===== src/hdl/i2cms_pkg.sv =====
package i2cms_pkg;

    localparam int MAX_MSGS = 8;
    localparam int IDX_W    = 3;
    localparam int CNT_W    = 4;
    localparam int LEN_W    = 16;

    localparam logic [1:0] KIND_LOAD  = 2'd0;
    localparam logic [1:0] KIND_BEGIN = 2'd1;
    localparam logic [1:0] KIND_EVENT = 2'd2;

    typedef enum logic [2:0] {
        ACT_NONE  = 3'd0,
        ACT_START = 3'd1,
        ACT_SEND  = 3'd2,
        ACT_ACK   = 3'd3,
        ACT_NACK  = 3'd4,
        ACT_STOP  = 3'd5
    } action_t;

    typedef struct packed {
        logic [1:0]       kind;
        logic [IDX_W-1:0] msg_index;
        logic [6:0]       slave_address;
        logic             msg_read;
        logic [LEN_W-1:0] msg_length;
        logic [CNT_W-1:0] msg_count;
        logic             nack_seen;
        logic [7:0]       rx_in;
        logic [7:0]       tx_in;
    } req_t;

    typedef struct packed {
        action_t          action;
        logic [7:0]       line_byte;
        logic             bus_read_mode;
        logic             rx_valid;
        logic [7:0]       rx_out;
        logic [IDX_W-1:0] rx_msg;
        logic [LEN_W-1:0] rx_pos;
        logic             done_res;
        logic             error_code;
    } rsp_t;

    typedef struct packed {
        logic [6:0]       addr;
        logic             rd;
        logic [LEN_W-1:0] len;
    } desc_t;

endpackage


===== src/hdl/i2c_master_message_sequencer.sv =====
// Combined-transfer sequencer for an I2C master over a byte-level bus engine.
// req channel (req_valid, req_stall, req_word) carries three kinds of word:
// a descriptor load into table slot msg_index, a begin that starts a transfer
// of msg_count messages, and a bus byte-complete event from the engine.
// rsp channel (rsp_valid, rsp_stall, rsp_word) returns exactly one result word
// for every accepted request word, in order: the bus action to issue, any
// received byte with its message and position, and the end-of-transfer flag
// with its error code.
// A result is registered on the edge that accepts its request. Throughput is
// one word per cycle while the receiver does not stall, limited only by the
// single result register; next-state logic works from mirror registers of
// slot 0 and of the current and next descriptor.
// While the result register holds a word and the receiver stalls, req_stall
// is high and the held result stays unchanged.
// After reset the sequencer is idle with no result pending. Table contents
// are undefined until loaded; load every slot a transfer uses before begin.
module i2c_master_message_sequencer
    import i2cms_pkg::*;
(
    input  logic clk,
    input  logic rst_n,
    input  logic req_valid,
    output logic req_stall,
    input  req_t req_word,
    output logic rsp_valid,
    input  logic rsp_stall,
    output rsp_t rsp_word
);

    logic out_valid_reg, out_valid_next;
    logic accept;

    assign req_stall = out_valid_reg && rsp_stall;
    assign accept    = req_valid && !req_stall;

    i2cms_ctrl u_ctrl (
        .clk    (clk),
        .rst_n  (rst_n),
        .accept (accept),
        .word   (req_word),
        .result (rsp_word)
    );

    // hold the result while stalled, drop it once taken
    assign out_valid_next = accept ? 1'b1 : (out_valid_reg && rsp_stall);

    always_ff @(posedge clk or negedge rst_n)
    begin
        if (!rst_n)
            out_valid_reg <= 1'b0;
        else
            out_valid_reg <= out_valid_next;
    end

    assign rsp_valid = out_valid_reg;

    a_accept_gives_result: assert property (@(posedge clk) disable iff (!rst_n)
        accept |=> rsp_valid)
        else $error("accepted word produced no result");

    a_done_is_stop: assert property (@(posedge clk) disable iff (!rst_n)
        rsp_valid |-> (rsp_word.done_res == (rsp_word.action == ACT_STOP)))
        else $error("done flag does not match stop action");

    a_error_needs_done: assert property (@(posedge clk) disable iff (!rst_n)
        rsp_valid && rsp_word.error_code |-> rsp_word.done_res)
        else $error("error code without end of transfer");

    a_rx_action: assert property (@(posedge clk) disable iff (!rst_n)
        rsp_valid && rsp_word.rx_valid |->
            (rsp_word.action != ACT_NONE && rsp_word.action != ACT_SEND))
        else $error("received byte with no receive follow-up");

endmodule


===== src/hdl/i2cms_ctrl.sv =====
module i2cms_ctrl
    import i2cms_pkg::*;
(
    input  logic clk,
    input  logic rst_n,
    input  logic accept,
    input  req_t word,
    output rsp_t result
);

    typedef enum logic [2:0] {
        PH_IDLE,
        PH_START,
        PH_READ,
        PH_WRITE,
        PH_STOP
    } phase_t;

    phase_t           phase_reg, phase_next;
    logic [CNT_W-1:0] total_reg, total_next;
    logic [IDX_W-1:0] mc_reg, mc_next;
    logic [LEN_W-1:0] bp_reg, bp_next;
    desc_t            cur_reg, nxt_reg;
    desc_t            first_reg;
    rsp_t             res_reg, res_next;

    desc_t            tbl_mem [MAX_MSGS];

    logic             last_msg;
    logic [LEN_W-1:0] bp_inc;
    logic [LEN_W-1:0] bp_eff;
    logic             more;
    logic             last_byte;
    logic             go_rd, go_wr, go_finish, go_stop, stop_err;
    logic             advance, take_first;
    desc_t            ld_desc;
    logic [CNT_W-1:0] mc_plus1;
    logic [CNT_W-1:0] far_sum;

    assign mc_plus1  = {1'b0, mc_reg} + CNT_W'(1);
    assign far_sum   = {1'b0, mc_reg} + CNT_W'(2);
    assign last_msg  = (mc_plus1 == total_reg);
    assign bp_inc    = (bp_reg != {LEN_W{1'b1}}) ? bp_reg + LEN_W'(1) : bp_reg;
    assign bp_eff    = (phase_reg == PH_READ) ? bp_inc : bp_reg;
    assign more      = (bp_eff < cur_reg.len);
    assign last_byte = ({1'b0, bp_eff} + (LEN_W+1)'(1)) == {1'b0, cur_reg.len};
    assign ld_desc   = '{addr: word.slave_address, rd: word.msg_read, len: word.msg_length};

    always_comb
    begin
        phase_next = phase_reg;
        total_next = total_reg;
        mc_next    = mc_reg;
        bp_next    = bp_reg;
        res_next   = '0;
        go_rd      = 1'b0;
        go_wr      = 1'b0;
        go_finish  = 1'b0;
        go_stop    = 1'b0;
        stop_err   = 1'b0;
        advance    = 1'b0;
        take_first = 1'b0;

        case (word.kind)
            KIND_BEGIN:
            begin
                if (phase_reg != PH_START && phase_reg != PH_READ && phase_reg != PH_WRITE &&
                    word.msg_count != '0 && word.msg_count <= CNT_W'(MAX_MSGS))
                begin
                    total_next              = word.msg_count;
                    mc_next                 = '0;
                    bp_next                 = '0;
                    phase_next              = PH_START;
                    res_next.action         = ACT_START;
                    res_next.line_byte      = {first_reg.addr, first_reg.rd};
                    res_next.bus_read_mode  = first_reg.rd;
                    take_first              = 1'b1;
                end
            end
            KIND_EVENT:
            begin
                case (phase_reg)
                    PH_START:
                    begin
                        if (word.nack_seen)
                        begin
                            go_stop  = 1'b1;
                            stop_err = 1'b1;
                        end
                        else if (last_msg && bp_reg >= cur_reg.len)
                            go_stop = 1'b1;
                        else if (cur_reg.rd)
                            go_rd = 1'b1;
                        else
                            go_wr = 1'b1;
                    end
                    PH_WRITE:
                    begin
                        if (word.nack_seen)
                        begin
                            go_stop  = 1'b1;
                            stop_err = 1'b1;
                        end
                        else
                            go_wr = 1'b1;
                    end
                    PH_READ:
                    begin
                        res_next.rx_valid = 1'b1;
                        res_next.rx_out   = word.rx_in;
                        res_next.rx_msg   = mc_reg;
                        res_next.rx_pos   = bp_reg;
                        bp_next           = bp_inc;
                        go_rd             = 1'b1;
                    end
                    default:
                    begin
                    end
                endcase
            end
            default:
            begin
            end
        endcase

        if (go_rd)
        begin
            phase_next = PH_READ;
            if (more)
                res_next.action = last_byte ? ACT_NACK : ACT_ACK;
            else
                go_finish = 1'b1;
        end

        if (go_wr)
        begin
            phase_next = PH_WRITE;
            if (more)
            begin
                res_next.action    = ACT_SEND;
                res_next.line_byte = word.tx_in;
                bp_next            = bp_reg + LEN_W'(1);
            end
            else
                go_finish = 1'b1;
        end

        // repeated start into the next message, or stop after the last one
        if (go_finish)
        begin
            if (!last_msg)
            begin
                mc_next                = mc_reg + IDX_W'(1);
                bp_next                = '0;
                phase_next             = PH_START;
                res_next.action        = ACT_START;
                res_next.line_byte     = {nxt_reg.addr, nxt_reg.rd};
                res_next.bus_read_mode = nxt_reg.rd;
                advance                = 1'b1;
            end
            else
                go_stop = 1'b1;
        end

        if (go_stop)
        begin
            phase_next             = PH_STOP;
            res_next.action        = ACT_STOP;
            res_next.bus_read_mode = cur_reg.rd;
            res_next.done_res      = 1'b1;
            res_next.error_code    = stop_err;
        end
    end

    always_ff @(posedge clk)
    begin
        if (accept && word.kind == KIND_LOAD)
            tbl_mem[word.msg_index] <= ld_desc;
    end

    // cur_reg and nxt_reg mirror the table at the current and the following slot
    always_ff @(posedge clk or negedge rst_n)
    begin
        if (!rst_n)
        begin
            phase_reg <= PH_IDLE;
            total_reg <= '0;
            mc_reg    <= '0;
            bp_reg    <= '0;
            cur_reg   <= '0;
            nxt_reg   <= '0;
            first_reg <= '0;
            res_reg   <= '0;
        end
        else if (accept)
        begin
            phase_reg <= phase_next;
            total_reg <= total_next;
            mc_reg    <= mc_next;
            bp_reg    <= bp_next;
            res_reg   <= res_next;
            if (take_first)
            begin
                cur_reg <= first_reg;
                nxt_reg <= tbl_mem[IDX_W'(1)];
            end
            else if (advance)
            begin
                cur_reg <= nxt_reg;
                nxt_reg <= (far_sum < CNT_W'(MAX_MSGS)) ? tbl_mem[far_sum[IDX_W-1:0]] : '0;
            end
            else if (word.kind == KIND_LOAD)
            begin
                if (word.msg_index == mc_reg)
                    cur_reg <= ld_desc;
                if ({1'b0, word.msg_index} == mc_plus1)
                    nxt_reg <= ld_desc;
            end
            if (word.kind == KIND_LOAD && word.msg_index == '0)
                first_reg <= ld_desc;
        end
    end

    assign result = res_reg;

endmodule


===== config.mk =====
export PLATFORM = sky130hd
export DESIGN_NAME = i2c_master_message_sequencer
export DESIGN_NICKNAME = d
export VERILOG_FILES = /design/src/hdl/i2cms_pkg.sv /design/src/hdl/i2c_master_message_sequencer.sv /design/src/hdl/i2cms_ctrl.sv
export SDC_FILE = /design/constraint.sdc
export NUM_CORES = 1
export LEC_CHECK = 0
export BUFFER_PORTS_ARGS = -buffer_cell sky130_fd_sc_hd__buf_4
export CORE_ASPECT_RATIO = 1.1
export CORE_UTILIZATION = 60
export DETAILED_ROUTE_END_ITERATION = 10
export PLACE_DENSITY = 0.83
export SLEW_MARGIN = 10
export SYNTH_ARGS = -nofsm -noshare
export SYNTH_HDL_FRONTEND = slang
export SYNTH_HIERARCHICAL = 1
export SYNTH_SLANG_ARGS = --single-unit
export TNS_END_PERCENT = 100

===== constraint.sdc =====
create_clock -name clk -period 6.1 [get_ports clk]
set_input_delay 0.915 -clock clk [delete_from_list [all_inputs] [get_ports clk]]
set_output_delay 0.915 -clock clk [all_outputs]
set_load 0.1 [all_outputs]

==> results.cfg, run 1 <==
[run_status]
status = completed

[synthesis]
netlist_instances = 1287
syn_area_sq_um = 16000
netlist.area_leader.share_pct = 36.0
syn_nets = 1380
ys_types = 85
ys_seq_area_share_pct = 56.9
ys_async_sr_fraction_pct = 41.1
synth_area_leaders = edfxtp_1 (36%), dfrtp_1 (21%), mux4_2 (6.7%)
synth_edf_count = 192
synth_warnings = 6
synth_ff_type = edfxtp_1
avgSynthCellArea_sq_um = 12.5
synth-seq-cells = 326
synth_top_area_cell = edfxtp_1

[grt]
grt_usage_pct = 29.6
antenna_found_initial = 0
grt_pass1_vias = 11122
grt_overflow = 0
grt_max_degree = 79
grt_pass1_wl_mm = 62.0

[final_layout]
syn_to_final_growth_pct = 13.0
layout_common_cells = edfxtp_1 (192), nand2_1 (146), buf_4 (134)
layout-drive-gt1-share_pct = 22.5
top_register = u_ctrl/tbl_mem
antenna_cells = 0
largest_reg_flops = 192
fin_nets = 1453
layout_commonest_cell = edfxtp_1
fill_cells = 1813
instances_no_fill = 1737

[clock_tree]
cts_max_level = 1
numCtsBuffers = 31
cts_sinks = 326
clk_transition_reported_paths_ns = 0.06
cts_max_path_buffers = 3
postCtsHoldBufs = 0
postCtsSetupRepairBufs = 0
tritoncts = built
clk_latency_ns = 0.57
cts_root_buf = clkbuf_16

[detailed_routing]
drtAntennaViolNets = 0
drcViolationCount = 0
viasPerCell = 6.50
vias = 11299
wl_per_cell_microns = 22.5
drt_wl_total_mm = 39.1
drt_pass1_iterations = 7
drt_iter0_markers = 1002

[timing]
worst_pin_slew_ns = 1.13
max_slew_margin_pct = 24.7
rsz0062_at_grt = false
drv_slew = 0
finalCriticalPeriod_ns = 5.68
finalSetupViolCount = 0
tns_ns = 0
fin_crit_sh_pct = 93.2
fin_worst_skew_ns = 0.0198
final_hold_viol_count = 0
clock.fmax_mhz = 176

[worst_setup_path]
worst_setup_path_start_kind = flop
r2r-end = u_ctrl/cur_reg[9]$_DFFE_PN0P_
crit_arrival_ns = 6.12
r2r_start = u_ctrl/bp_reg[1]$_DFFE_PN0P_
cp-end-kind = flop
cp.required_ns = 6.53
crit_type = flop to flop
critPathMaxFanout = 17
ff2ff_setup_slack_ns = 0.42
rr_worst_depth = 16

[pwr]
p_leak_nw = 7.14
p_per_area_nw_per_um2 = 356
peakVddDrop_uv = 329

[die]
die-area_sq_um = 27400
core.rowCount = 62
die_w_microns = 158
die_h_microns = 173
core_area_sq_um = 26100
initial_core_util_pct = 61.3
io_pins = 98

[placed_design]
gp_congestion = 0.958
port_buffers = 97
dp.cells = 1679
dp_hpwl_mm = 25.3

[job]
max-cap-violations = 0

[hold_path]
hold_path.class = primary input to async pin
layout make-up:
type	instances	area, sq um	share of cell area [%]
well taps	352	440	2.43
flip-flops and latches	326	9120	50.4
clock buffers	38	802	4.43
multi-input cells	811	6340	35.0
repair buffers	135	1020	5.62
inverters	55	206	1.14
clock inverters	20	180	0.995
routing by layer:
layer  share of wire (%)  GRT usage, %  vias to the layer above
met5                   0             0                        -
met4                 3.1          10.4                        0
met3                 6.8          4.20                       97
met2                  50          48.3                      503
met1                  41          40.5                     5676
li1                    -             -                     5023
power by group:
part,switching (mW),internal (mW),leakage [nW],total [mW]
clock network,0.798,1.06,0.471,1.86
logic,0.994,0.780,3.20,1.77
registers,0.248,2.57,3.47,2.82
worst max-delay path, stage by stage, from the launching register on:
cell and delay [ns]:
dfrtp_1 0.53, ha_1 0.44, nand4_1 0.20, or4_1 0.87
nand4_1 0.24, xnor2_1 0.18, ha_1 0.30, a21o_1 0.18
a21o_1 0.17, a2111oi_0 0.46, a21oi_1 0.19, o21ai_0 0.45
or2_2 0.40, nand2_1 0.15, o21ai_2 0.17, buf_4 0.26
mux2_2 0.36
how the worst max path moves through the flow:
stage / startpoint / end / slack (ns) / depth (start not counted)
3_5_place_dp: u_ctrl/bp_reg[1]$_DFFE_PN0P_ / u_ctrl/nxt_reg[0]$_DFFE_PN0P_ / 0.45 / 15
2_1_floorplan: u_ctrl/bp_reg[1]$_DFFE_PN0P_ / u_ctrl/cur_reg[10]$_DFFE_PN0P_ / 1.60 / 19
3_3_place_gp: u_ctrl/bp_reg[1]$_DFFE_PN0P_ / u_ctrl/cur_reg[10]$_DFFE_PN0P_ / 0.71 / 16
5_1_grt: u_ctrl/bp_reg[1]$_DFFE_PN0P_ / u_ctrl/cur_reg[13]$_DFFE_PN0P_ / 0.04 / 16
6_report: u_ctrl/bp_reg[1]$_DFFE_PN0P_ / u_ctrl/cur_reg[9]$_DFFE_PN0P_ / 0.42 / 16
4_1_cts: u_ctrl/bp_reg[1]$_DFFE_PN0P_ / u_ctrl/nxt_reg[6]$_DFFE_PN0P_ / 0.40 / 15
logic make-up (layout without fill, tap and decap cells):
logic type	after synthesis	in the layout	synth area share [%]
adder cells (fa/ha/maj)	39	39	3.04
buffers and inverters	150	248	3.86
AND/OR/NAND/NOR	327	327	9.80
XOR/XNOR	42	42	2.63
multiplexers	109	109	10.9
flip-flops	326	326	56.9
AO/OA/AOI/OAI	294	294	12.9
cells in the mapped netlist, types with 5 or more instances:
| cell | n |
|---|---|
| and3_1 | 5 |
| a21o_1 | 18 |
| a21oi_1 | 34 |
| a22oi_1 | 5 |
| o22ai_1 | 26 |
| mux4_2 | 48 |
| xnor2_1 | 27 |
| a31oi_1 | 33 |
| a221oi_1 | 28 |
| o31ai_1 | 6 |
| nor2_1 | 63 |
| edfxtp_1 | 192 |
| dfrtp_1 | 134 |
| ha_1 | 39 |
| a22o_1 | 29 |
| mux2_2 | 47 |
| inv_1 | 54 |
| nor4_1 | 6 |
| o21a_1 | 7 |
| nand3_1 | 19 |
| mux2i_1 | 14 |
| o2bb2ai_1 | 11 |
| nand2_1 | 147 |
| buf_2 | 23 |
| clkbuf_1 | 57 |
| or3_1 | 10 |
| buf_1 | 10 |
| nor3_1 | 24 |
| xor2_1 | 11 |
| o21ai_0 | 57 |
| nand4_1 | 12 |
timing repair:
action                                 CTS  global route
endpoints found under the hold margin    0             0
setup endpoints to repair                0            12
resized for setup                        0             1
stage by stage:
step / utilization (%) / total power, mW / cell area [sq um] / hold WS [ns] / worst slack [ns]
floorplan: - / 4.13 / 16000 / 0.446 / 1.60
finish: 69.3 / 6.45 / 18100 / 0.397 / 0.416
global route: 69.3 / 6.76 / 18100 / 0.453 / 0.0399
global placement: 65.5 / 4.54 / 17100 / 0.458 / 0.707
CTS: 69.3 / 6.48 / 18100 / 0.411 / 0.395
detailed placement: 65.5 / 4.61 / 17100 / 0.464 / 0.454
(Power assumes the default switching activity.)
==> run 2, diff against run 1 <==
--- a/config.mk
+++ b/config.mk
@@ -9,7 +9,7 @@
 export CORE_ASPECT_RATIO = 1.1
 export CORE_UTILIZATION = 60
 export DETAILED_ROUTE_END_ITERATION = 10
-export PLACE_DENSITY = 0.83
+export PLACE_DENSITY = 0.85
 export SLEW_MARGIN = 10
 export SYNTH_ARGS = -nofsm -noshare
 export SYNTH_HDL_FRONTEND = slang
==> run 2 against run 1 <==
  * Setup slack better by 0.15 ns
  * Final cell count is 0.29% lower
  * Sequential share of layout area barely moved
  * Final area about the same
  * Hold slack improved by 0.0015 ns
  * Clock power about the same
  * Count of clock-buffer cells in the layout is 6 higher
  * Die area unchanged
  * Critical endpoint is now u_ctrl/nxt_reg[7]$_DFFE_PN0P_
==> results.cfg, run 2 (synthesis gave the netlist of run 1 again) <==
[timing]
finalCriticalPeriod_ns = 5.53
drv_slew = 0
tns_ns = 0
clock.fmax_mhz = 181
finalSetupViolCount = 0
fin_crit_sh_pct = 90.7
fin_worst_skew_ns = 0.0237
final_hold_viol_count = 0
rsz0062_at_grt = false
holdWs_ns = 0.399
max_slew_margin_pct = 12.2
worst_pin_slew_ns = 1.31

[placed_design]
dp.cells = 1673
dp_hpwl_mm = 24.9
gp_congestion = 0.965
port_buffers = 97

[worst_setup_path]
crit_slowest_cell = or4_1
critPathBufInv = 1
slowest_delay_ns = 0.86
cp.required_ns = 6.49
crit_family = compound AO/OA/AOI/OAI gates
r2r-end = u_ctrl/nxt_reg[7]$_DFFE_PN0P_
cp_cell_sequence = ha_1, nand4_1, or4_1, nand4_1, xnor2_1, ha_1, a21o_1, a21o_1, a2111oi_0, a21oi_1, o21ai_0, or2_2, buf_12, nor2_2, a221oi_1, o22ai_1
rr_worst_depth = 16
crit_type = flop to flop
cp-end-kind = flop
r2r_start = u_ctrl/bp_reg[1]$_DFFE_PN0P_
crit_arrival_ns = 5.92
ff2ff_setup_slack_ns = 0.57
critPathMaxFanout = 60
worst_setup_path_start_kind = flop

[grt]
grt_overflow = 0
grt_pass1_wl_mm = 63.6
grt_pass1_vias = 11605
grt_usage_pct = 30.3
grt_max_degree = 69
antenna_found_initial = 0

[final_layout]
layout-drive-gt1-share_pct = 22.0
fill_cells = 1783
largest_reg_flops = 192
instances_no_fill = 1732
antenna_cells = 0
top_register = u_ctrl/tbl_mem
fin_nets = 1450
layout_commonest_cell = edfxtp_1
layout_common_cells = edfxtp_1 (192), nand2_1 (146), dfrtp_1 (132)
syn_to_final_growth_pct = 12.9

[detailed_routing]
drt_wl_total_mm = 39.6
viasPerCell = 6.55
drcViolationCount = 0
drtAntennaViolNets = 0
vias = 11346
drt_pass1_iterations = 6
drt_iter0_markers = 1063
wl_per_cell_microns = 22.9

[die]
die_w_microns = 158
core_area_sq_um = 26100
initial_core_util_pct = 61.3
die_h_microns = 173
die-area_sq_um = 27400
core.rowCount = 62
io_pins = 98

[pwr]
p_leak_nw = 7.14
p_per_area_nw_per_um2 = 359
fin_total_pwr_mw = 6.49
peakVddDrop_uv = 296

[job]
max-cap-violations = 0

[clock_tree]
clk_transition_reported_paths_ns = 0.06
tritoncts = built
cts_sinks = 326
postCtsSetupRepairBufs = 0
clk_latency_ns = 0.53
numCtsBuffers = 34
cts_max_path_buffers = 3
cts_max_level = 2
cts_root_buf = clkbuf_16

[run_status]
status = completed

[hold_path]
hold_path.class = primary input to async pin
==> run 2: cell type report <==
cell class | count | area [sq um] | share of cell area, %
clock buffer | 44 | 888 | 4.91
clock inverter | 15 | 118 | 0.650
inverter | 55 | 206 | 1.14
multi-input combinational | 811 | 6330 | 35.0
sequential | 326 | 9120 | 50.4
tap | 352 | 440 | 2.43
timing repair buffer | 129 | 985 | 5.44
==> run 2: how the worst max path moves through the flow <==
stage | end | slack, ns | cells after the start | from
final | u_ctrl/nxt_reg[7]$_DFFE_PN0P_ | 0.57 | 16 | u_ctrl/bp_reg[1]$_DFFE_PN0P_
after global routing | u_ctrl/nxt_reg[7]$_DFFE_PN0P_ | 0.14 | 16 | u_ctrl/bp_reg[1]$_DFFE_PN0P_
after CTS | u_ctrl/nxt_reg[12]$_DFFE_PN0P_ | 0.31 | 16 | u_ctrl/bp_reg[1]$_DFFE_PN0P_
after detailed placement | u_ctrl/nxt_reg[12]$_DFFE_PN0P_ | 0.33 | 16 | u_ctrl/bp_reg[1]$_DFFE_PN0P_
after global placement | u_ctrl/nxt_reg[15]$_DFFE_PN0P_ | 0.54 | 16 | u_ctrl/bp_reg[1]$_DFFE_PN0P_
after floorplan | u_ctrl/cur_reg[10]$_DFFE_PN0P_ | 1.60 | 19 | u_ctrl/bp_reg[1]$_DFFE_PN0P_
==> run 2: timing repair <==
action	in CTS	in global routing
setup endpoints to repair	0	17
resized for setup	0	1
hold buffers	0	0
==> run 2: layer usage <==
metal	track usage, %	up-vias	wire [microns]
met5	0	-	0
met4	12.5	0	1360
met1	41.2	5683	15700
met3	4.20	111	2770
met2	49.2	546	19800
li1	-	5006	-
==> run 2: power by group <==
part,switching [mW],leakage [nW],internal (mW)
registers,0.221,3.47,2.57
clock network,0.843,0.492,1.04
logic,1.03,3.18,0.778
==> run 2: per-stage QoR <==
step                      area, sq um  utilization, %  setup slack, ns
after floorplan                 16000               -             1.60
after global placement          17100            65.4            0.541
after detailed placement        17100            65.4            0.330
after CTS                       18100            69.2            0.314
after global routing            18100            69.2            0.138
final                           18100            69.2            0.569
